`src/design/shape_area_heron_core_assert.svh`:
```
// assertion macros for the shape area core
// expects clk_i and rst_ni in the scope that uses them
`ifndef SHAPE_AREA_HERON_CORE_ASSERT_SVH
`define SHAPE_AREA_HERON_CORE_ASSERT_SVH

// same-cycle implication, off during reset
`define SAH_ASSERT_IMP(label, ante, cons, msg) \
  label: assert property (@(posedge clk_i) disable iff (!rst_ni) (ante) |-> (cons)) \
    else $error(msg);

// next-cycle implication, off during reset
`define SAH_ASSERT_NEXT(label, ante, cons, msg) \
  label: assert property (@(posedge clk_i) disable iff (!rst_ni) (ante) |=> (cons)) \
    else $error(msg);

`endif

```
`src/design/sah_pkg.sv`:
```
// shared widths, types and constants of the shape area core
// no dependencies
package sah_pkg;

  // payload field widths
  localparam int FieldW = 16;
  localparam int AreaW  = 32;

  // sides are taken in their low SideWidth bits (at most FieldW)
  localparam int SideWidth = 16;

  // derived arithmetic widths
  localparam int SumW  = SideWidth + 2;          // a+b+c
  localparam int DiffW = SideWidth + 1;          // b+c-a etc. when positive
  localparam int P1W   = SumW + DiffW;           // (a+b+c)(b+c-a)
  localparam int P2W   = 2 * DiffW;              // (a+c-b)(a+b-c)
  localparam int P2LoW = P2W / 2;                // low slice for the split multiply
  localparam int P2HiW = P2W - P2LoW;
  localparam int PartW = P1W + P2HiW;            // partial product width
  localparam int RootW = 2 * SideWidth + 2;      // root of the radicand
  localparam int RadW  = 2 * RootW;              // radicand width
  localparam int RemW  = RootW + 2;

  // shape kinds
  localparam logic ModeTriangle  = 1'b0;
  localparam logic ModeRectangle = 1'b1;

  // output of the side check stage
  typedef struct packed {
    logic                 mode;
    logic                 ok;
    logic [SideWidth-1:0] side_a;
    logic [SideWidth-1:0] side_b;
    logic [SumW-1:0]      sum;
    logic [DiffW-1:0]     diff_a;
    logic [DiffW-1:0]     diff_b;
    logic [DiffW-1:0]     diff_c;
  } prep_t;

  // information that rides along with the root computation
  typedef struct packed {
    logic             rect;
    logic             ok;
    logic [AreaW-1:0] rect_area;
  } tag_t;

  // state of one root stage
  typedef struct packed {
    tag_t            tag;
    logic [RemW-1:0] rem;
    logic [RootW-1:0] root;
    logic [RadW-1:0] rad;
  } sq_t;

endpackage

```
`src/design/sah_sqrt_stage.sv`:
```
// one stage of the digit-by-digit square root: one root bit per stage
// depends on sah_pkg
module sah_sqrt_stage (
  input  logic           clk_i,
  input  logic           rst_ni,
  input  logic           en_i,
  input  logic           valid_i,
  input  sah_pkg::sq_t   data_i,
  output logic           valid_o,
  output sah_pkg::sq_t   data_o
);
  import sah_pkg::*;

  logic [RemW-1:0] rem_sh;
  logic [RemW-1:0] trial;
  logic            take;
  logic            valid_q;
  sq_t             data_d, data_q;

  // bring down the next two radicand bits and try root bit one
  assign rem_sh = {data_i.rem[RootW-1:0], data_i.rad[RadW-1:RadW-2]};
  assign trial  = {data_i.root, 2'b01};
  assign take   = (rem_sh >= trial);

  always_comb begin
    data_d.tag  = data_i.tag;
    data_d.rem  = take ? (rem_sh - trial) : rem_sh;
    data_d.root = {data_i.root[RootW-2:0], take};
    data_d.rad  = {data_i.rad[RadW-3:0], 2'b00};
  end

  // stage valid bit
  always_ff @(posedge clk_i or negedge rst_ni) begin
    if (!rst_ni) begin
      valid_q <= 1'b0;
    end else if (en_i) begin
      valid_q <= valid_i;
    end
  end

  // stage payload
  always_ff @(posedge clk_i) begin
    if (en_i) begin
      data_q <= data_d;
    end
  end

  assign valid_o = valid_q;
  assign data_o  = data_q;

endmodule
```
`config.mk`:
```
export PLATFORM = sky130hd
export DESIGN_NAME = sah_sqrt_stage
export DESIGN_NICKNAME = d
export VERILOG_FILES = /design/src/design/shape_area_heron_core_assert.svh /design/src/design/sah_pkg.sv /design/src/design/sah_sqrt_stage.sv
export SDC_FILE = /design/constraint.sdc
export NUM_CORES = 1
export LEC_CHECK = 0
export BUFFER_PORTS_ARGS = -buffer_cell sky130_fd_sc_hd__buf_2
export CELL_PAD_IN_SITES_DETAIL_PLACEMENT = 2
export CELL_PAD_IN_SITES_GLOBAL_PLACEMENT = 2
export CORE_ASPECT_RATIO = 1.5
export CORE_MARGIN = 4
export CORE_UTILIZATION = 30
export CTS_CLUSTER_SIZE = 30
export DETAILED_ROUTE_END_ITERATION = 7
export PLACE_DENSITY = 0.92
export SLEW_MARGIN = 5
export SYNTH_ARGS = -nofsm -noshare
export SYNTH_HDL_FRONTEND = slang
export SYNTH_SLANG_ARGS = --single-unit
export TNS_END_PERCENT = 100
```
`constraint.sdc`:
```
create_clock -name clk_i -period 0.8 [get_ports clk_i]
set_input_delay 0 -clock clk_i [delete_from_list [all_inputs] [get_ports clk_i]]
set_output_delay 0 -clock clk_i [all_outputs]
set_load 0.02 [all_outputs]
```
==> out/summary.txt, run 1 <==
Status: aborted with a tool error
Stopping stage: global routing (5_1_grt)
Log Error: [ERROR GRT-0232] Routing congestion too high. Check the congestion heatmap in the GUI.
Ys flop type: edfxtp_1
Die width: 141 µm
Yosys cell types: 66
Worst ep type: register data pin
Post-synth top area cell: edfxtp_1
Synth top area share: 0.643
Gr usage total: 0.625
#FFs+latches synth: 171
Critical endpoint after global-route timing repair: data_o[136]$_DFFE_PP_/D
Row count: 72
Post-synthesis cell area: 0.00794 mm²
CTS buffer count: 17
Starting Density: 0.306
YS warnings: 0
Height of the die: 207 µm
Largest net degree at the start of global routing: 59
H-Tree Depth: 4
Placed inst area: 0.0114 mm²
Synthesized instance count: 563
Ports: 349
Antenna violations before repair: 4
Overflow after GRT: 18
Synthesized area per cell: 14.1 µm²
Routability Congestion: 0.876
Port Buffers: 344
Ranking of synthesized cells by area: edfxtp_1, ha_1, mux2_4
Post-synth EDFFs: 170
Final HPWL DP: 28.5 mm
Async S/R FF share, synth: 0.00585
Sequential cell area fraction in the yosys report: 0.646
Root buf cell: clkbuf_16
Longest Clk Path Bufs: 2
Clk sink count: 171
Inst Count DP: 1371
==> cell families after synthesis <==
family | Yosys count | synth area share
flip-flops | 171 | 0.646
AO/OA/AOI/OAI | 116 | 0.102
AND/OR/NAND/NOR | 105 | 0.0629
buffers and inverters | 70 | 0.0397
adder cells (fa/ha/maj) | 36 | 0.0568
XOR/XNOR | 32 | 0.0353
multiplexers | 32 | 0.0561
other | 1 | 0.000473
==> per-layer routing <==
layer,track usage,overflow
met5,0.0492,0
met4,0.666,7
met3,0.364,0
met2,0.874,11
met1,0.601,0
==> Yosys cell counts (3+ instances only) <==
master     number
a2111oi_0       3
mux2_2          8
o21bai_1        6
a21o_1          5
o21ai_1         3
o21ai_0        24
o31ai_1         3
o21a_1          4
xnor2_1        21
nor3_1          7
o211ai_1        3
clkbuf_1        7
buf_6           4
mux2_4         23
nor2_1         24
nand4_1        10
nand3_1         7
buf_2          10
a31oi_1         4
nand2_1        40
ha_1           36
a21oi_1        37
inv_1          46
edfxtp_1      170
xor2_1         11
==> through the flow <==
stage	setup slack (ns)	util
after floorplan	-1.30	-
after global placement	-1.63	0.441
after detailed placement	-1.77	0.441
after CTS	-1.13	0.580
==> what timing repair did <==
item,in CTS
hold buffers,155
endpoints found under the hold margin,172
setup buffers,23
cloned,4
setup endpoints to repair,208
pin swaps,29
gates resized for setup,330
==> inputs of run 2 (changes only) <==
CELL_PAD_IN_SITES_DETAIL_PLACEMENT = default   (was 2)
CELL_PAD_IN_SITES_GLOBAL_PLACEMENT = default   (was 2)
CORE_ASPECT_RATIO = default   (was 1.5)
CTS_CLUSTER_SIZE = default   (was 30)
PLACE_DENSITY = default   (was 0.92)
PLACE_DENSITY_LB_ADDON = 0.15   (was default)
==> run 2 against run 1 <==
Net effect:
- the flow now finishes, with violations (negative hold slack, negative setup slack)
- area after synthesis did not move
- synthesized cell count did not move
==> out/summary.txt, run 2 <==
Core area: 0.0261 mm²
Clk pin slew, worst setup/hold paths: 0.08 ns
Die width: 171 µm (+21%)
Ranking of synthesized cells by area: edfxtp_1, ha_1, mux2_4
Root buf cell: clkbuf_16
Post-synth EDFFs: 170 (unchanged)
Starting Density: 0.305 (-0.00134)
Crit share post-route: 2.37
Async S/R FF share, synth: 0.00585 (unchanged)
Max-cap violations: 0
YS warnings: 0 (unchanged)
Clk sink count: 171 (unchanged)
Unrepaired setup endpoints after global routing: yes
Die area: 0.0291 mm²
Layout cells sized above 1: 0.542
Row count: 59 (-18%)
Fin. max-slew vios: 0
Clk_lat worst skew: 0.42 ns
CTS buffer count: 17 (unchanged)
CP Cell Sequence: buf_4 -> inv_4 -> ha_4 -> buf_4 -> buf_4 -> buf_4 -> a41o_4 -> a31oi_4 -> o21a_4 -> clkinv_8 -> clkbuf_16 -> mux2_4
Ports: 349 (unchanged)
Synthesis-to-layout area growth: 92.0%
Synth cell count leaders: edfxtp_1, inv_1, nand2_1
Min Tclk post-route: 1.90 ns
Diode count: 0
Initial DRC count: 390
Yosys cell types: 66 (unchanged)
Post-synth top area cell: edfxtp_1
Clock Skews: 0 ns
Delay of the slowest cell on the worst path: 0.29 ns
H-Tree Depth: 4 (unchanged)
Nets: 1448
Highest-count cells in the layout ignoring fill and taps: buf_2, edfxtp_1, buf_6, dlygate4sd3_1, buf_4
First-pass GRT wire length: 40.5 mm
DR WL/cell: 17.8 µm
Max FO, Critical Path: 8
Routability Congestion: 0.859 (-2.0%)
Startpoint types: input port
Vias/cell: 4.47
Status: finished, violations left
#FFs+latches synth: 171 (unchanged)
Ys flop type: edfxtp_1
Longest Clk Path Bufs: 2 (unchanged)
Setup ws final: -1.10 ns
Post-route core utilization: 0.585
Gr usage total: 0.180
Setup TNS Final: -66.64 ns
Commonest non-fill, non-tap cell in the layout: buf_2
Post-synthesis cell area: 0.00794 mm² (unchanged)
Synthesized area per cell: 14.1 µm² (unchanged)
Overflow after GRT: 0
Hold Worst Slack: -0.0253 ns
Synth top area share: 0.643 (unchanged)
Kind of critical path: input port to flop
Synthesized instance count: 563 (unchanged)
Vias: 7070
Power Density: 1850 mW/mm²
Vias in the first global route: 7493
Largest net degree at the start of global routing: 51
Slowest cell on the critical path: mux2_4
ANT nets after route: 0
CP Buf/Inv Count: 7
Final hold viol count: 5
Setup violators final: 208
DRC: 0
Failing checks: negative hold slack, negative setup slack
CP Data Required Time: 0.97 ns
Antenna violations before repair: 1
Hold Path Class: input port to flop
Arr. time, crit path: 2.07 ns
Critical path's most frequent cell: buf_4
DRT Wirelength: 28.3 mm
Final HPWL DP: 20.2 mm (-29%)
Sequential cell area fraction in the yosys report: 0.646 (unchanged)
VDD IR max: 1.29 mV
Clock tree from TritonCTS: done
Crit path max-delay family: buffers and inverters
Top-count cell post-synth: edfxtp_1
Height of the die: 171 µm (-18%)
Port Buffers: 344 (unchanged)
Drt pass-1 iters: 4
Pleak: 6.53 nW
Critical path endpoint category: flop
R2r setup slk: 0.02 ns
Post-cts hold buffer count: 162 (+4.5%)
FMAX: 0.526 GHz
Max FFs per register: 170
## run 2: cell counts after synthesis
Identical to the previous run, type by type.
## run 2: path summary, 6_finish.rpt
check | start | end | depth (start not counted)
max reg2reg | valid_o | valid_o | 1
min in group asynchronous | rst_ni | valid_o | 3
max | data_i[72] | data_o[118] | 12
min reg2reg | valid_o | valid_o | 1
max in group asynchronous | rst_ni | valid_o | 3
min | data_i[127] | data_o[129] | 3
## run 2: final cells by class
type	instances	area [µm²]
fillers	2114	10800
repair buffers	675	5810
flip-flops and latches	171	5130
multi-input cells	323	3070
clock buffers	17	425
well taps	335	419
inverters	47	219
clock inverters	14	149
repair inverters	1	16.3
## run 2: power breakdown
| group | switching, mW | internal [mW] |
|---|---|---|
| Combinational | 3.94 | 4.76 |
| Clock | 4.06 | 4.17 |
| Sequential | 0.388 | 10.8 |
| Total | 8.39 | 19.8 |
## run 2: repair_timing
action	4_1_cts	5_1_grt
pin swaps	32	37
buffers inserted	10	18
setup endpoints to repair	208	208
endpoints found under the hold margin	167	6
resized for setup	219	190
gates cloned	0	2
## run 2: through the flow
step | hold WS, ns | instance area (µm²) | worst slack [ns] | std cells | power, mW
6_report | -0.0253 | 15200 | -1.10 | 1583 | 28.2
5_1_grt | -0.0263 | 15200 | -1.14 | 1583 | 29.5
3_5_place_dp | -0.223 | 11400 | -1.65 | 1360 | 17.8
3_3_place_gp | -0.225 | 11400 | -1.66 | 1360 | 17.7
4_1_cts | -0.0388 | 14400 | -1.10 | 1563 | 27.6
2_1_floorplan | -0.296 | 8280 | -1.30 | 564 | 14.8
## run 2: tightest hold or removal path: cells and delay by family
kind | cells | cell delay, ns
buffers and inverters | 2 | 0.18
muxes | 1 | 0.12
## run 2: layer usage
metal / GRT usage / routed length (µm) / up-vias
li1: - / - / 3465
met1: 0.210 / 11100 / 3356
met2: 0.330 / 14900 / 222
met3: 0.0453 / 1850 / 25
met4: 0.0427 / 413 / 2
met5: 0 / 13 / -
## run 2: logic make-up (layout without fill, tap and decap cells)
family          after synthesis  in the layout  synth area share
fa+ha+maj                    36             36            0.0568
mux                          32             32            0.0561
xor+xnor                     32             32            0.0353
buf+inv                      70            754            0.0397
simple gates                105            105            0.0629
other cells                   1              2          0.000473
compound gates              116            116             0.102
flops                       171            171             0.646
Power figures use the tool's default switching activity.
==> inputs of run 3 (changes only) <==
CORE_MARGIN = 3   (was 4)
==> run 3 against run 2 <==
Net effect:
- the flow still finishes with violations (negative hold slack, negative setup slack)
- sequential cell count unchanged
- worst setup slack worse by 0.015 ns
- routed wire length up 4.6%
- largest cell class unchanged
- highest routed layer unchanged
==> out/summary.txt, run 3 (same netlist as run 2, synthesis figures left out) <==
Clk sink count: 171 (unchanged)
Highest-count cells in the layout ignoring fill and taps: buf_6, buf_2, edfxtp_1, dlygate4sd3_1, buf_4
Vias: 7264 (+2.7%)
Design area: 0.0156 mm² (+2.1%)
DRC: 0 (unchanged)
Final hold viol count: 13 (+8)
Setup violators final: 209 (+0.48%)
Vias in the first global route: 7608 (+1.5%)
Max-cap violations: 0 (unchanged)
Antenna violations before repair: 1 (unchanged)
Drt pass-1 iters: 4 (unchanged)
Unrepaired setup endpoints after global routing: yes
Power Density: 1830 mW/mm² (-1.1%)
Initial DRC count: 339 (-13%)
Commonest non-fill, non-tap cell in the layout: buf_6
Clock Skews: 0 ns (unchanged)
DRT Wirelength: 29.5 mm (+4.6%)
Hold Worst Slack: -0.0311 ns (-0.00579 ns)
Die width: 169 µm (-1.2%)
Delay of the slowest cell on the worst path: 0.50 ns (+0.21 ns)
VDD IR max: 1.40 mV (+8.7%)
Crit share post-route: 2.39 (+0.0193)
Slew Limit Headroom: 0.584
H-Tree Depth: 4 (unchanged)
ANT nets after route: 0 (unchanged)
Height of the die: 169 µm (-1.2%)
Failing checks: negative hold slack, negative setup slack
Port Buffers: 344 (unchanged)
Clk_lat worst skew: 0.42 ns (about the same)
Fin. max-slew vios: 0 (unchanged)
Hold Path Class: input port to flop
Gr usage total: 0.198 (+0.0185)
Max FO, Critical Path: 4 (-4)
Core area: 0.0256 mm² (-1.7%)
CTS buffer count: 17 (unchanged)
Clock tree from TritonCTS: done
DR WL/cell: 18.6 µm (+4.0%)
Kind of critical path: input port to flop
Post-cts hold buffer count: 162 (unchanged)
Overflow after GRT: 0 (unchanged)
Pleak: 6.66 nW (+2.0%)
CP Cell Sequence: buf_8 -> inv_4 -> ha_4 -> buf_6 -> o211ai_1 -> o21ai_4 -> a41o_4 -> a31oi_4 -> o21a_4 -> buf_4 -> or4_1 -> nand3_1
FF/Latch Area: 0.00513 mm² (unchanged)
Min Tclk post-route: 1.92 ns (+0.0154 ns)
Fillers: 2049 (-3.1%)
Slowest cell on the critical path: or4_1
Final HPWL DP: 20.8 mm (+2.9%)
Die area: 0.0284 mm² (-2.3%)
Arr. time, crit path: 2.21 ns (+0.14 ns)
First-pass GRT wire length: 43.6 mm (+7.5%)
Layout cells sized above 1: 0.552 (+0.00904)
Starting Density: 0.310 (+0.00525)
Total Power: 28.5 mW (+1.0%)
Nets: 1462 (+0.97%)
Clk pin slew, worst setup/hold paths: 0.08 ns (about the same)
Synthesis-to-layout area growth: 96.1%
Footprint of the multi-input gates: 0.00311 mm² (+1.6%)
Fin cells: 1592 (+0.57%)
Vias/cell: 4.56 (+2.2%)
Longest Clk Path Bufs: 2 (unchanged)
Critical path endpoint category: flop
FMAX: 0.522 GHz (-0.81%)
Diode count: 0 (unchanged)
Worst slack, placed: -1.65 ns (+0.00765 ns)
Status: finished, violations left
Setup ws final: -1.12 ns (-0.0154 ns)
Startpoint types: input port
Ports: 349 (unchanged)
Largest net degree at the start of global routing: 27 (-47%)
Routability Congestion: 0.821 (-4.3%)
Placed inst area: 0.0115 mm² (+0.85%)
CP Data Required Time: 1.10 ns (+0.13 ns)
Least-Margin Pin Slew: 0.624 ns
Max FFs per register: 170 (unchanged)
Root buf cell: clkbuf_16
Row count: 58 (-1.7%)
Inst Count DP: 1362 (+0.15%)
-- run 3: changes by cell type in the layout (fill, tap and decap cells not counted), moves of 4 or more --
cell / previous run / this run
buf_6: 167 / 183
inv_6: 6 / 2
buf_2: 181 / 171
inv_2: 12 / 8
buf_8: 3 / 9
o21ai_0: 14 / 10
-- run 3: final timing paths --
path | from | endpoint | slack, ns | depth (start not counted)
min in group asynchronous | rst_ni | valid_o | 0.41 | 3
worst max-delay path | data_i[70] | data_o[136] | -1.12 | 12
worst max register to register | valid_o | valid_o | -0.11 | 2
worst min register to register | valid_o | valid_o | 0.64 | 2
max in group asynchronous | rst_ni | valid_o | 0.27 | 3
worst min-delay path | data_i[127] | data_o[129] | -0.03 | 3
-- run 3: stage by stage --
step	util	TNS, ns
2_1_floorplan	-	-45.95
3_3_place_gp	0.448	-58.17
3_5_place_dp	0.448	-58.47
4_1_cts	0.578	-68.76
5_1_grt	0.608	-75.76
6_report	0.608	-66.53
-- run 3: timing repair --
item / CTS / global route
gates cloned: 1 / 1
hold endpoints to repair: 176 / 13
endpoints found under the setup margin: 208 / 208
buffers inserted: 19 / 16
pin swaps: 39 / 39
resized for setup: 272 / 187
-- run 3: routing by layer --
metal  vias to the layer above  global-route usage  wire (µm)
met1                      3505               0.231      11400
met4                         2              0.0527        721
li1                       3482                   -          -
met2                       228               0.363      15500
met5                         -                   0         20
met3                        47              0.0490       1810
-- run 3: where the power goes --
part | leakage [nW] | total (mW) | switching, mW | internal (mW)
sequential | 1.67 | 11.3 | 0.408 | 10.8
combinational | 4.70 | 9.02 | 4.05 | 4.96
clock | 0.281 | 8.18 | 4.02 | 4.17
-- run 3: area by class of cell --
class,count,area share
clock buffers,17,0.0273
clock inverters,14,0.0100
inverters,47,0.0144
multi-input cells,323,0.200
flip-flops and latches,171,0.330
well taps,330,0.0265
repair buffers,689,0.391
repair inverters,1,0.00105
-- run 3: worst max-delay path: cells and delay by family --
family	cells	cell delay (ns)
and+or+nand+nor	2	0.59
AOI/OAI and AO/OA	5	0.97
adders and majority gates	1	0.28
buffers and inverters	4	0.36
==> inputs of run 4 (changes only) <==
ABC_AREA = 1   (was default)
CORE_UTILIZATION = 49   (was 30)
==> run 4 against run 3 <==
Net effect:
- the run now fails in global routing (5_1_grt)
- area after synthesis rose by 7.3%
- synthesized cell count rose by 54%
==> out/summary.txt, run 4 <==
#FFs+latches synth: 171 (unchanged)
Row count: 47 (-19%)
YS warnings: 0 (unchanged)
Async S/R FF share, synth: 0.00585 (unchanged)
Root buf cell: clkbuf_16
CTS buffer count: 17 (unchanged)
Synth cell count leaders: nand2_1, edfxtp_1, inv_1
Complex-gate fraction of the synthesized area: 0.0304 (-0.0719)
Top-count cell post-synth: nand2_1
Final HPWL DP: 22.7 mm (+9.2%)
Clk sink count: 171 (unchanged)
Synth top area share: 0.599 (-0.0440)
Ports: 349 (unchanged)
Critical endpoint after global-route timing repair: data_o[116]$_DFFE_PP_/D
Routability Congestion: 0.944 (+15%)
Ys flop type: edfxtp_1
Synthesized area per cell: 9.84 µm² (-30%)
Mux contribution to synthesized area: 0.00132 (-0.0548)
Ranking of synthesized cells by area: edfxtp_1, nand2_1, inv_1
Height of the die: 138 µm (-18%)
Worst ep type: register data pin
Longest Clk Path Bufs: 2 (unchanged)
Yosys cell types: 28 (-58%)
Stopping stage: global routing (5_1_grt)
Port Buffers: 344 (unchanged)
Largest net degree at the start of global routing: 25
Die width: 138 µm (-18%)
Inst Count DP: 1561 (+15%)
Post-synth EDFFs: 170 (unchanged)
Post-synthesis cell area: 0.00852 mm² (+7.3%)
Status: aborted with a tool error
Post-synth top area cell: edfxtp_1
Synthesized instance count: 866 (+54%)
Sequential cell area fraction in the yosys report: 0.602 (-0.0442)
Starting Density: 0.507 (+0.197)
Worst slack, placed: -1.14 ns (+0.507 ns)
Synth Area in XOR/XNOR: 0.0195 (-0.0158)
H-Tree Depth: 4 (unchanged)
Log Error: [ERROR DPL-0038] Utilization greater than 100%, impossible to legalize
Largest family of logic cells by synthesized area: simple AND/OR/NAND/NOR gates
Synth Area in Simple Gates: 0.215 (+0.152)
Adder-cell area share of the yosys netlist: 0.0529 (-0.00388)
run 4: cell families after synthesis:
logic type | count (synthesis)
AOI/OAI and AO/OA | 48
xor gates and xnor gates | 19
adders and majority gates | 36
buffers and inverters | 160
DFF | 171
muxes | 1
other | 1
and+or+nand+nor | 430
run 4: what timing repair did:
| action | in CTS |
|---|---|
| pin swaps | 20 |
| gates resized for setup | 263 |
| cloned | 1 |
| buffers inserted | 13 |
| hold buffers | 171 |
| endpoints found under the setup margin | 208 |
| endpoints found under the hold margin | 183 |
run 4: per-stage QoR:
stage | TNS (ns) | area, µm² | hold slack (ns) | util
floorplan | -27.11 | 9000 | -0.296 | -
global placement | -39.37 | 12100 | -0.225 | 0.719
detailed placement | -40.31 | 12100 | -0.223 | 0.719
CTS | -55.70 | 15300 | -0.138 | 0.911
