## config.mk

```make
export PLATFORM = sky130hd
export DESIGN_NAME = sah_prep
export DESIGN_NICKNAME = d
export VERILOG_FILES = /design/src/design/shape_area_heron_core_assert.svh /design/src/design/sah_pkg.sv /design/src/design/sah_prep.sv
export SDC_FILE = /design/constraint.sdc
export NUM_CORES = 1
export LEC_CHECK = 0
export ABC_AREA = 1
export BUFFER_PORTS_ARGS = -buffer_cell sky130_fd_sc_hd__buf_2
export CORE_AREA = 2 2 131 133
export DETAILED_ROUTE_END_ITERATION = 10
export DIE_AREA = 0 0 133 135
export GPL_TIMING_DRIVEN = 0
export PLACE_DENSITY = 0.82
export RECOVER_POWER = 100
export SLEW_MARGIN = 20
export SYNTH_ARGS = -nofsm -noshare
export SYNTH_HDL_FRONTEND = slang
export SYNTH_SLANG_ARGS = --single-unit
```

## constraint.sdc

```tcl
create_clock -name clk_i -period 1.7 [get_ports clk_i]
set_input_delay 0.085 -clock clk_i [delete_from_list [all_inputs] [get_ports clk_i]]
set_output_delay 0.085 -clock clk_i [all_outputs]
set_load 0.05 [all_outputs]
```

## src/design/shape_area_heron_core_assert.svh

```systemverilog
// assertion macros for the shape area core
// expects clk_i and rst_ni in the scope that uses them
`ifndef SHAPE_AREA_HERON_CORE_ASSERT_SVH
`define SHAPE_AREA_HERON_CORE_ASSERT_SVH

// same-cycle implication, off during reset
`define SAH_ASSERT_IMP(label, ante, cons, msg) \
  label: assert property (@(posedge clk_i) disable iff (!rst_ni) (ante) |-> (cons)) \
    else $error(msg);

// next-cycle implication, off during reset
`define SAH_ASSERT_NEXT(label, ante, cons, msg) \
  label: assert property (@(posedge clk_i) disable iff (!rst_ni) (ante) |=> (cons)) \
    else $error(msg);

`endif

```

## src/design/sah_pkg.sv

```systemverilog
// shared widths, types and constants of the shape area core
// no dependencies
package sah_pkg;

  // payload field widths
  localparam int FieldW = 16;
  localparam int AreaW  = 32;

  // sides are taken in their low SideWidth bits (at most FieldW)
  localparam int SideWidth = 16;

  // derived arithmetic widths
  localparam int SumW  = SideWidth + 2;          // a+b+c
  localparam int DiffW = SideWidth + 1;          // b+c-a etc. when positive
  localparam int P1W   = SumW + DiffW;           // (a+b+c)(b+c-a)
  localparam int P2W   = 2 * DiffW;              // (a+c-b)(a+b-c)
  localparam int P2LoW = P2W / 2;                // low slice for the split multiply
  localparam int P2HiW = P2W - P2LoW;
  localparam int PartW = P1W + P2HiW;            // partial product width
  localparam int RootW = 2 * SideWidth + 2;      // root of the radicand
  localparam int RadW  = 2 * RootW;              // radicand width
  localparam int RemW  = RootW + 2;

  // shape kinds
  localparam logic ModeTriangle  = 1'b0;
  localparam logic ModeRectangle = 1'b1;

  // output of the side check stage
  typedef struct packed {
    logic                 mode;
    logic                 ok;
    logic [SideWidth-1:0] side_a;
    logic [SideWidth-1:0] side_b;
    logic [SumW-1:0]      sum;
    logic [DiffW-1:0]     diff_a;
    logic [DiffW-1:0]     diff_b;
    logic [DiffW-1:0]     diff_c;
  } prep_t;

  // information that rides along with the root computation
  typedef struct packed {
    logic             rect;
    logic             ok;
    logic [AreaW-1:0] rect_area;
  } tag_t;

  // state of one root stage
  typedef struct packed {
    tag_t            tag;
    logic [RemW-1:0] rem;
    logic [RootW-1:0] root;
    logic [RadW-1:0] rad;
  } sq_t;

endpackage

```

## src/design/sah_prep.sv

```systemverilog
// first pipeline stage: side sums, differences and triangle inequality check
// depends on sah_pkg
module sah_prep (
  input  logic                         clk_i,
  input  logic                         rst_ni,
  input  logic                         en_i,
  input  logic                         valid_i,
  input  logic                         mode_i,
  input  logic [sah_pkg::FieldW-1:0]   side_a_i,
  input  logic [sah_pkg::FieldW-1:0]   side_b_i,
  input  logic [sah_pkg::FieldW-1:0]   side_c_i,
  output logic                         valid_o,
  output sah_pkg::prep_t               data_o
);
  import sah_pkg::*;

  logic [SumW-1:0] a_w, b_w, c_w;
  logic [SumW-1:0] sum_w, dif_a_w, dif_b_w, dif_c_w;
  logic            ok_a, ok_b, ok_c, tri_ok;
  logic            valid_q;
  prep_t           data_d, data_q;

  // sides widened for the sums
  assign a_w = SumW'(side_a_i[SideWidth-1:0]);
  assign b_w = SumW'(side_b_i[SideWidth-1:0]);
  assign c_w = SumW'(side_c_i[SideWidth-1:0]);

  // a negative difference wraps and sets the top bit
  assign sum_w   = a_w + b_w + c_w;
  assign dif_a_w = b_w + c_w - a_w;
  assign dif_b_w = a_w + c_w - b_w;
  assign dif_c_w = a_w + b_w - c_w;

  assign ok_a   = !dif_a_w[SumW-1] && (dif_a_w != '0);
  assign ok_b   = !dif_b_w[SumW-1] && (dif_b_w != '0);
  assign ok_c   = !dif_c_w[SumW-1] && (dif_c_w != '0);
  assign tri_ok = (mode_i == ModeTriangle) && ok_a && ok_b && ok_c;

  // differences forced to zero so a failed triangle gives a zero radicand
  always_comb begin
    data_d.mode   = mode_i;
    data_d.ok     = tri_ok;
    data_d.side_a = side_a_i[SideWidth-1:0];
    data_d.side_b = side_b_i[SideWidth-1:0];
    data_d.sum    = sum_w;
    data_d.diff_a = tri_ok ? dif_a_w[DiffW-1:0] : '0;
    data_d.diff_b = tri_ok ? dif_b_w[DiffW-1:0] : '0;
    data_d.diff_c = tri_ok ? dif_c_w[DiffW-1:0] : '0;
  end

  // stage valid bit
  always_ff @(posedge clk_i or negedge rst_ni) begin
    if (!rst_ni) begin
      valid_q <= 1'b0;
    end else if (en_i) begin
      valid_q <= valid_i;
    end
  end

  // stage payload
  always_ff @(posedge clk_i) begin
    if (en_i) begin
      data_q <= data_d;
    end
  end

  assign valid_o = valid_q;
  assign data_o  = data_q;

endmodule

```

### Word-level counts from Yosys, hierarchy flattened

Index checks and enable logic that the tools add are counted.

* bitwise logic cells: 1
* add/sub/neg operators: 7
* reduce and logical (&&, ||, !) cells: 12

Operators with widths (number)
* nonzero test 18 bit: 3
* subtractor 17 x 16 -> 18 bit: 3
* adder 16 x 16 -> 17 bit: 3
* adder 18 x 16 -> 18 bit: 1
* logical AND 1 bit: 6
* logical NOT 1 bit: 3
* NOT 1 bit: 1

* flip-flop bits (word level): 104
* word-level logic and storage cells: 29
* output and inout port bits: 104
* input port bits: 53

### Depth between registers and ports, before layout

Gate-level depths: netlist (run 1).

* word-level depth: 7
* mapped depth: 27
* depth with buffers taken out: 26

### Least setup slack after synthesis (run 1)

No wires, ideal clock.

* kind: input port to flip-flop
* start: in side_a_i[2] (netlist bit)
* end: reg data_q (netlist bit data_o[23]), data pin
* library setup time: 0.262 ns
* required time: 1.438 ns
* cell stages on the path: 26
* path buffers: 1
* path slack: -1.896 ns
* arrival time: 3.334 ns
* cell sequence: inv_1 -> ha_1 -> nor2_1 -> nand2_1 -> nand2_1 -> a21oi_1 -> o21ai_0 -> a21boi_0 -> o21ai_0 -> nand2_1 -> nand3_1 -> nand2_1 -> ha_1 -> nand2_1 -> inv_1 -> nand2_1 -> nand2_1 -> a21oi_1 -> nand2_1 -> nand2_1 -> nand2_1 -> nor2_1 -> nand3_1 -> nor3_4 -> buf_6 -> nor3_2

* cells in the longest elaborated chain, start to end: 6
* elaborated cells on any way between the ends: 17
* those cells by class: 5 x add/sub; 12 x reduce/logical

Ends and longest elaborated chain
* from (decl): line sah_prep.sv:9 `input logic [sah_pkg::FieldW-1:0] side_a_i,`
* adder 16 x 16 -> 17 bit / subtractor 17 x 16 -> 18 bit (equally long branches): line sah_prep.sv:31, sah_prep.sv:30
* subtractor 17 x 16 -> 18 bit (tied with other cells): line sah_prep.sv:31 `assign dif_b_w = a_w + c_w - b_w;`
* nonzero test 18 bit (tied with other cells): line sah_prep.sv:35 `assign ok_b = !dif_b_w[SumW-1] && (dif_b_w != '0);`
* logical AND 1 bit (on tied branches): line sah_prep.sv:35, sah_prep.sv:37
* logical AND 1 bit (2 in series): line sah_prep.sv:37 `assign tri_ok = (mode_i == ModeTriangle) && ok_a && ok_b && ok_c;`
* to (signal assigned): line sah_prep.sv:63 `data_q <= data_d;`
* to (decl): line sah_prep.sv:21 `prep_t data_d, data_q;`

Several ways; a longest one is shown, not always the timed one.
A chain may end at the register's enable or synchronous reset.

### Final worst setup path (run 1)

* start: in side_b_i[4] (netlist bit)
* end: reg data_q (netlist bit data_o[15]), data pin

* cells in the longest elaborated chain, start to end: 7
* elaborated cells on any way between the ends: 17
* those cells by class: 5 x add/sub; 12 x reduce/logical

Ends and longest elaborated chain
* from (decl): line sah_prep.sv:10 `input logic [sah_pkg::FieldW-1:0] side_b_i,`
* adder 16 x 16 -> 17 bit: line sah_prep.sv:30 `assign dif_a_w = b_w + c_w - a_w;`
* subtractor 17 x 16 -> 18 bit: line sah_prep.sv:30
* nonzero test 18 bit / logical NOT 1 bit (equally long branches): line sah_prep.sv:34 `assign ok_a = !dif_a_w[SumW-1] && (dif_a_w != '0);`
* logical AND 1 bit: line sah_prep.sv:34
* logical AND 1 bit (3 in series): line sah_prep.sv:37

Several ways; a longest one is shown, not always the timed one.

==> results.yml, run 1 <==
run_status:
  status: "finished with violations"
  failed_checks: "negative hold slack, negative setup slack"
cells_and_area:
  final_core_util_pct: 79.11
  area_growth_pct: 33.91
  fin_cells: 1694
  nets: 1654
  drive_above_1_share_pct: 30.14
sta:
  period_minus_slack_ns: 3.609
  finalHoldWorstSlack_ns: -0.0003320
  fin_skew_ns: 0
  timing.fmax_ghz: 0.2771
  tightest_slew_ns: 0.4540
  relSlewSlack_pct: 69.46
  setup_slack_ns: -1.909
  finalSetupViolations: 67
  slew_violations: 0
  rsz0062_at_grt: "true"
  finalHoldViolations: 1
  period_share_pct: 212.3
yosys:
  synth_cell_types: 41
  synth_edf_count: 103
  synth_area_per_cell_um2: 8.004
  synth_warnings: 0
  netlist_area_mm2: 0.009693
  synthCells: 1211
  ys.flop_type: "edfxtp_1"
  ys_seq_elements: 104
  synthArstFlopShare_pct: 0.9615
  syn-num-nets: 1397
  ys_seq_area_share_pct: 32.17
worst_setup_path:
  critPathRequiredTime_ns: 1.81
  rrSetupSlack_ns: 0.96
  reg2reg_from: "valid_o$_DFFE_PN0P_"
  crit_fanout: 7
  arrival_ns: 3.71
  ff2ff_path_depth: 1
  endpoint_kind: "flop"
  worstSetupPathType: "input pin to flop"
  rr_endpoint: "valid_o$_DFFE_PN0P_"
  startpoint_type: "input pin"
floorplan:
  dieWidth_um: 133
  die-area_mm2: 0.01796
  die_y_um: 135
  rows: 47
  num_io_pins: 157
  core_mm2: 0.01641
  start_util_pct: 59.08
hold_path:
  hold_depth: 1
  min_from: "side_b_i[1]"
  holdPathEnd: "data_o[70]$_DFFE_PP_"
  min_path_type: "input pin to flop"
clocking:
  cts.sinks: 104
  cts_buffers: 9
  cts-root-buf: "clkbuf_16"
  cts_tree: "done"
  h-tree-depth: 3
  worstSkewPairLatency_ns: 0.35
  clockBufferDepth: 2
  clk_transition_reported_paths_ns: 0.07
placement:
  dpl.hpwl_um: 20080
  gp_congestion: 0.9476
  io_buffers: 156
  place_worst_setup_slack_ns: -2.750
  placed_cells: 1588
grt:
  grt_usage_pct: 30.44
  antenna_found_initial: 1
  grt_max_degree: 60
  grt_overflow: 0
  grt_pass1_vias: 8732
  grt_first_pass_wirelength_um: 42560
power:
  power.density_mw_per_mm2: 1050
  p_leak_nw: 6.530
  finalPower_mw: 13.63
  vdd_drop_max_v: 0.0007345
route:
  vias: 9137
  drtPass1Iterations: 5
  drt_wl_total_um: 29530
  drt-initial-drc-count: 825
  viasPerCell: 5.394
  drc: 0
  wire_per_inst_um: 17.43
  drtAntennaViolNets: 0
flow_run:
  cap_violations: 0
## where the power goes
part | leakage, nW | switching, mW | total (mW) | internal, mW
clock network | 0.150 | 0.946 | 2.24 | 1.29
registers | 1.01 | 0.0808 | 3.38 | 3.30
logic | 5.37 | 5.32 | 8.01 | 2.69
## kinds of logic (layout without fill, tap and decap cells)
group	after synthesis	count (layout)	share of synthesized area, %
flops	104	104	32.17
buf+inv	286	548	12.26
simple gates	567	567	27.49
xor+xnor	32	32	2.891
mux	1	1	0.1162
fa+ha+maj	133	133	19.88
compound gates	88	88	5.189
other cells	0	1	0
## layout make-up
class / instances / area (µm²)
clock inverter: 5 / 81.33
buffer: 16 / 226.5
antenna: 1 / 2.502
clock buffer: 11 / 232.7
tap: 220 / 275.3
sequential: 104 / 3118
inverter: 269 / 1033
multi-input combinational: 821 / 6228
timing repair buffer: 247 / 1782
fill: 1068 / 3427
## per-layer routing
layer	track usage, %	wire [µm]	up-vias
met2	54.98	15060	415
met4	13.02	1313	0
met3	3.378	1998	104
met1	37.01	11160	4305
met5	0	0	-
li1	-	-	4313
## cell usage in the layout (no fill, tap or decap), types with 4 or more instances in the layout
cell type and instances:
a21oi_1 36, a21oi_2 15, a21oi_4 5, and2_1 7, buf_12 8, buf_2 146, buf_4 38, buf_6 34
clkbuf_1 7, clkbuf_16 12, dlygate4sd3_1 22, edfxtp_1 103, fa_1 33, ha_1 81, ha_4 16, inv_1 246
inv_2 14, inv_4 8, nand2_1 302, nand2_2 27, nand3_1 57, nand3_2 4, nand3b_1 12, nand4_1 12
nor2_1 60, nor2_2 11, nor2_4 6, nor3_1 7, nor3_2 33, nor3_4 21, o21ai_2 4, o21bai_1 5
xor2_1 21, xor2_2 7
## critical path, cell delays in order
cell and delay, ns:
clkbuf_1 0.21, ha_4 0.37, clkinvlp_4 0.10, and3_1 0.18, nand2_1 0.07, nand2_2 0.09, buf_4 0.15, buf_6 0.11
a21oi_4 0.13, xor2_2 0.22, ha_4 0.26, nand2_1 0.10, inv_1 0.07, nand2_1 0.09, nand2_1 0.10, inv_1 0.11
nand3_1 0.08, nand2_1 0.07, nand2_1 0.12, nor2_2 0.15, nand3_2 0.12, nor3_4 0.28, buf_12 0.21, buf_12 0.17
nor3_4 0.04
## registers in the layout, summed over array words and instances (netlist names)
register  cells
valid_o       1
data_o      103
## metrics by stage
stage / area (µm²) / setup TNS (ns) / hold slack (ns)
CTS: 12260 / -96.49 / 0.006604
finish: 12980 / -111.37 / -0.0003320
global route: 12980 / -118.13 / 0.006287
global placement: 10890 / -196.96 / -0.1401
floorplan: 9836 / -98.33 / -0.2106
detailed placement: 10930 / -158.23 / -0.1396
## timing repair
action | in CTS | in global routing
endpoints found under the setup margin | 67 | 67
hold buffers | 22 | 0
cloned | 2 | 3
endpoints found under the hold margin | 22 | 0
gates resized for setup | 105 | 104
pin swaps | 36 | 71
setup buffers | 36 | 30
## cells in the mapped netlist (2+ instances only)
library cell	count	share of area [%]
nand4_1	12	0.77
nor4_1	2	0.13
nand2_2	4	0.26
nor3_2	47	4.9
o21ai_0	10	0.52
and2_1	7	0.45
a21oi_2	3	0.27
ha_1	98	13
nand3_1	61	3.1
a21o_1	2	0.15
nor2_1	76	2.9
a21boi_0	2	0.15
buf_6	15	1.7
nand3b_1	12	0.93
fa_1	35	7.2
edfxtp_1	103	32
xor2_1	29	2.6
inv_2	2	0.077
buf_2	2	0.10
a21oi_1	53	2.7
nor3_1	13	0.67
and3_1	3	0.19
xnor2_1	3	0.27
inv_1	267	10
o21bai_1	6	0.46
nand2_1	326	13
a31oi_1	4	0.26
## how the worst max path moves through the flow
stage                     start                  endpoint  slack [ns]  cells after the start
floorplan           side_a_i[0]  data_o[23]$_SDFFCE_PN0P_       -1.72                     26
global placement    side_a_i[0]  data_o[35]$_SDFFCE_PN0P_       -2.70                     27
detailed placement  side_b_i[0]  data_o[34]$_SDFFCE_PN0P_       -2.75                     27
CTS                 side_a_i[0]   data_o[8]$_SDFFCE_PN0P_       -1.67                     28
global route        side_b_i[3]   data_o[1]$_SDFFCE_PN0P_       -2.01                     22
finish              side_b_i[4]  data_o[15]$_SDFFCE_PN0P_       -1.91                     25
Power figures use the tool's default switching activity.
==> run 2: changes to the inputs <==
ABC_AREA = unset   (was 1)
CORE_AREA = 2 2 126 128   (was 2 2 131 133)
DIE_AREA = 0 0 128 130   (was 0 0 133 135)
PLACE_DENSITY = 0.84   (was 0.82)
==> results.yml, run 2 <==
cells_and_area:
  nets: 1334
  largest_reg_flops: 103
  design_area_mm2: 0.01245
  drive_above_1_share_pct: 35.56
  fin_cells: 1346
  final_common_cell: "buf_2"
  layout_common_cells: "buf_2, inv_1, edfxtp_1"
  area_growth_pct: 38.04
grt:
  grt_pass1_vias: 7625
  antenna_found_initial: 1
  grt_overflow: 0
  grt_max_degree: 61
  grt_usage_pct: 30.18
  grt_first_pass_wirelength_um: 38660
yosys:
  synthArstFlopShare_pct: 0.9615
  synth.top_cells.by_count: "inv_1, edfxtp_1, ha_1, nor2_1, a21oi_1"
  ys_seq_elements: 104
  netlist_area_mm2: 0.009021
  synth_top_area_cell: "edfxtp_1"
  synth_most_common_cell: "inv_1"
  synth_top_area_share_pct: 34.29
  synthCells: 892
  synth_edf_count: 103
  ys.flop_type: "edfxtp_1"
  ys_seq_area_share_pct: 34.56
  synth_area_per_cell_um2: 10.11
  synth_warnings: 0
  synth_cell_types: 73
  synthTopCellsByArea: "edfxtp_1, ha_1, fa_1"
  syn-num-nets: 1078
worst_setup_path:
  rrSetupSlack_ns: 0.94
  path_delay_family: "compound AO/OA/AOI/OAI gates"
  worstSetupPathType: "input pin to flop"
  reg2reg_from: "valid_o$_DFFE_PN0P_"
  arrival_ns: 4.56
  crit_path_top_delay_cell: "or3_4"
  cp_slowest_stage_delay_ns: 0.40
  path_buf_inv: 7
  crit_path_start: "side_b_i[0]"
  critPathRequiredTime_ns: 1.88
  worst_path_most_repeated_cell: "buf_6"
  endpoint_kind: "flop"
  crit_fanout: 6
  startpoint_type: "input pin"
sta:
  finalHoldViolations: 0
  period_share_pct: 257.9
  rsz0062_at_grt: "true"
  setup_slack_ns: -2.684
  timing.fmax_ghz: 0.2281
  fin_skew_ns: 0
  tightest_slew_ns: 1.173
  finalSetupTns_ns: -155.64
  finalSetupViolations: 67
  relSlewSlack_pct: 21.77
  slew_violations: 0
  period_minus_slack_ns: 4.384
clocking:
  cts_tree: "done"
  cts_buffers: 9
  cts.sinks: 104
  clockBufferDepth: 2
  clk_transition_reported_paths_ns: 0.07
  h-tree-depth: 3
  worstSkewPairLatency_ns: 0.37
  cts-root-buf: "clkbuf_16"
power:
  internal_power_mw: 7.464
  p_sw_share_pct: 45.13
  clkPwrFrac_pct: 16.1
  power_frac_comb_pct: 59.0
  switchingPower_mw: 6.139
  p_leak_nw: 5.350
  power.density_mw_per_mm2: 1092
  pwr-share-seq_pct: 24.9
  vdd_drop_max_v: 0.0006611
route:
  drt-initial-drc-count: 875
  drt_wl_total_um: 28030
  viasPerCell: 6.225
  drtPass1Iterations: 7
  drc: 0
  drtAntennaViolNets: 0
  vias: 8379
  wire_per_inst_um: 20.82
floorplan:
  die_y_um: 130
  dieWidth_um: 128
  core_mm2: 0.01542
  num_io_pins: 157
  rows: 46
  start_util_pct: 58.48
  die-area_mm2: 0.01664
placement:
  postPlaceCellArea_mm2: 0.01058
  dpl.hpwl_um: 17520
  placed_cells: 1241
  io_buffers: 156
  gp_congestion: 0.9609
flow_run:
  cap_violations: 0
run_status:
  status: "finished with violations"
  failed_checks: "negative setup slack"
hold_path:
  min_path_type: "input pin to async pin"
## run 2: changes by cell type after synthesis, sizes merged, moves of 12 or more
cell,delta
nor3,-33
a21o,+19
nor4,+23
nor4b,+13
nor2b,+12
nand2,-313
nor2,-24
inv,-134
nand2b,+14
xnor2,+32
nor3b,+19
o21ai,+18
nand3,-54
## run 2: metal layers
layer / GRT usage (%) / wire [µm] / part of all wire, % / vias up
met4: 16.74 / 1645 / 5.9 / 0
met5: 0 / 0 / 0 / -
met2: 50.83 / 13570 / 48 / 521
li1: - / - / - / 3714
met1: 37.79 / 10690 / 38 / 4011
met3: 4.305 / 2115 / 7.5 / 133
## run 2: layout make-up
class                           instances  area, µm²
Fill cell                             853       2972
Inverter                              135      523.0
Clock buffer                            9      225.2
Tap cell                              192      240.2
Multi-Input combinational cell        625       6306
Timing Repair Buffer                  245       1674
Buffer                                 28      284.0
Sequential cell                       104       3118
Clock inverter                          7      80.08
Antenna cell                            1      2.502
## run 2: what timing repair did
item                       CTS  global route
setup endpoints to repair   67            67
buffers inserted            28            28
cloned                       5             2
hold buffers                28             0
resized for setup           91            73
pin swaps                   32            37
hold endpoints to repair    28             0
## run 2: cell families (layout without fill, tap and decap cells)
| kind of cell | Yosys count | after routing | share of synthesized area [%] |
|---|---|---|---|
| AND/OR/NAND/NOR | 219 | 219 | 13.45 |
| AO/OA/AOI/OAI | 208 | 209 | 16.80 |
| buffers and inverters | 164 | 424 | 7.559 |
| adder cells (fa/ha/maj) | 133 | 133 | 21.36 |
| flip-flops | 104 | 104 | 34.56 |
| XOR/XNOR | 61 | 61 | 5.922 |
| multiplexers | 3 | 3 | 0.3467 |
| other | 0 | 1 | 0 |
## run 2: per-stage QoR
step | total power [mW] | hold WS (ns) | utilization (%) | worst slack [ns]
floorplan | 8.543 | -0.2106 | - | -2.222
global placement | 9.817 | -0.1408 | 68.36 | -3.332
detailed placement | 9.902 | -0.1385 | 68.58 | -3.322
CTS | 12.68 | 0.003021 | 76.93 | -2.389
global route | 14.16 | 0.01320 | 80.73 | -2.812
finish | 13.60 | 0.01352 | 80.73 | -2.684
## run 2: power by group through the flow
stage | clock network, mW | logic, mW | registers (mW)
5_1_grt | 2.29 | 8.45 | 3.42
3_3_place_gp | 0 | 6.38 | 3.44
6_report | 2.20 | 8.02 | 3.38
2_1_floorplan | 0 | 3.78 | 4.77
3_5_place_dp | 0 | 6.47 | 3.44
4_1_cts | 2.20 | 7.10 | 3.38
## run 2: path summary, 6_finish.rpt
| check | to | depth (start not counted) |
|---|---|---|
| setup / recovery | data_o[40]$_SDFFCE_PN0P_ | 25 |
| hold / removal | valid_o$_DFFE_PN0P_ | 2 |
| setup reg to reg | valid_o$_DFFE_PN0P_ | 1 |
| hold reg to reg | valid_o$_DFFE_PN0P_ | 1 |
| max in group asynchronous | valid_o$_DFFE_PN0P_ | 2 |
| min in group clk_i | data_o[69]$_DFFE_PP_ | 2 |
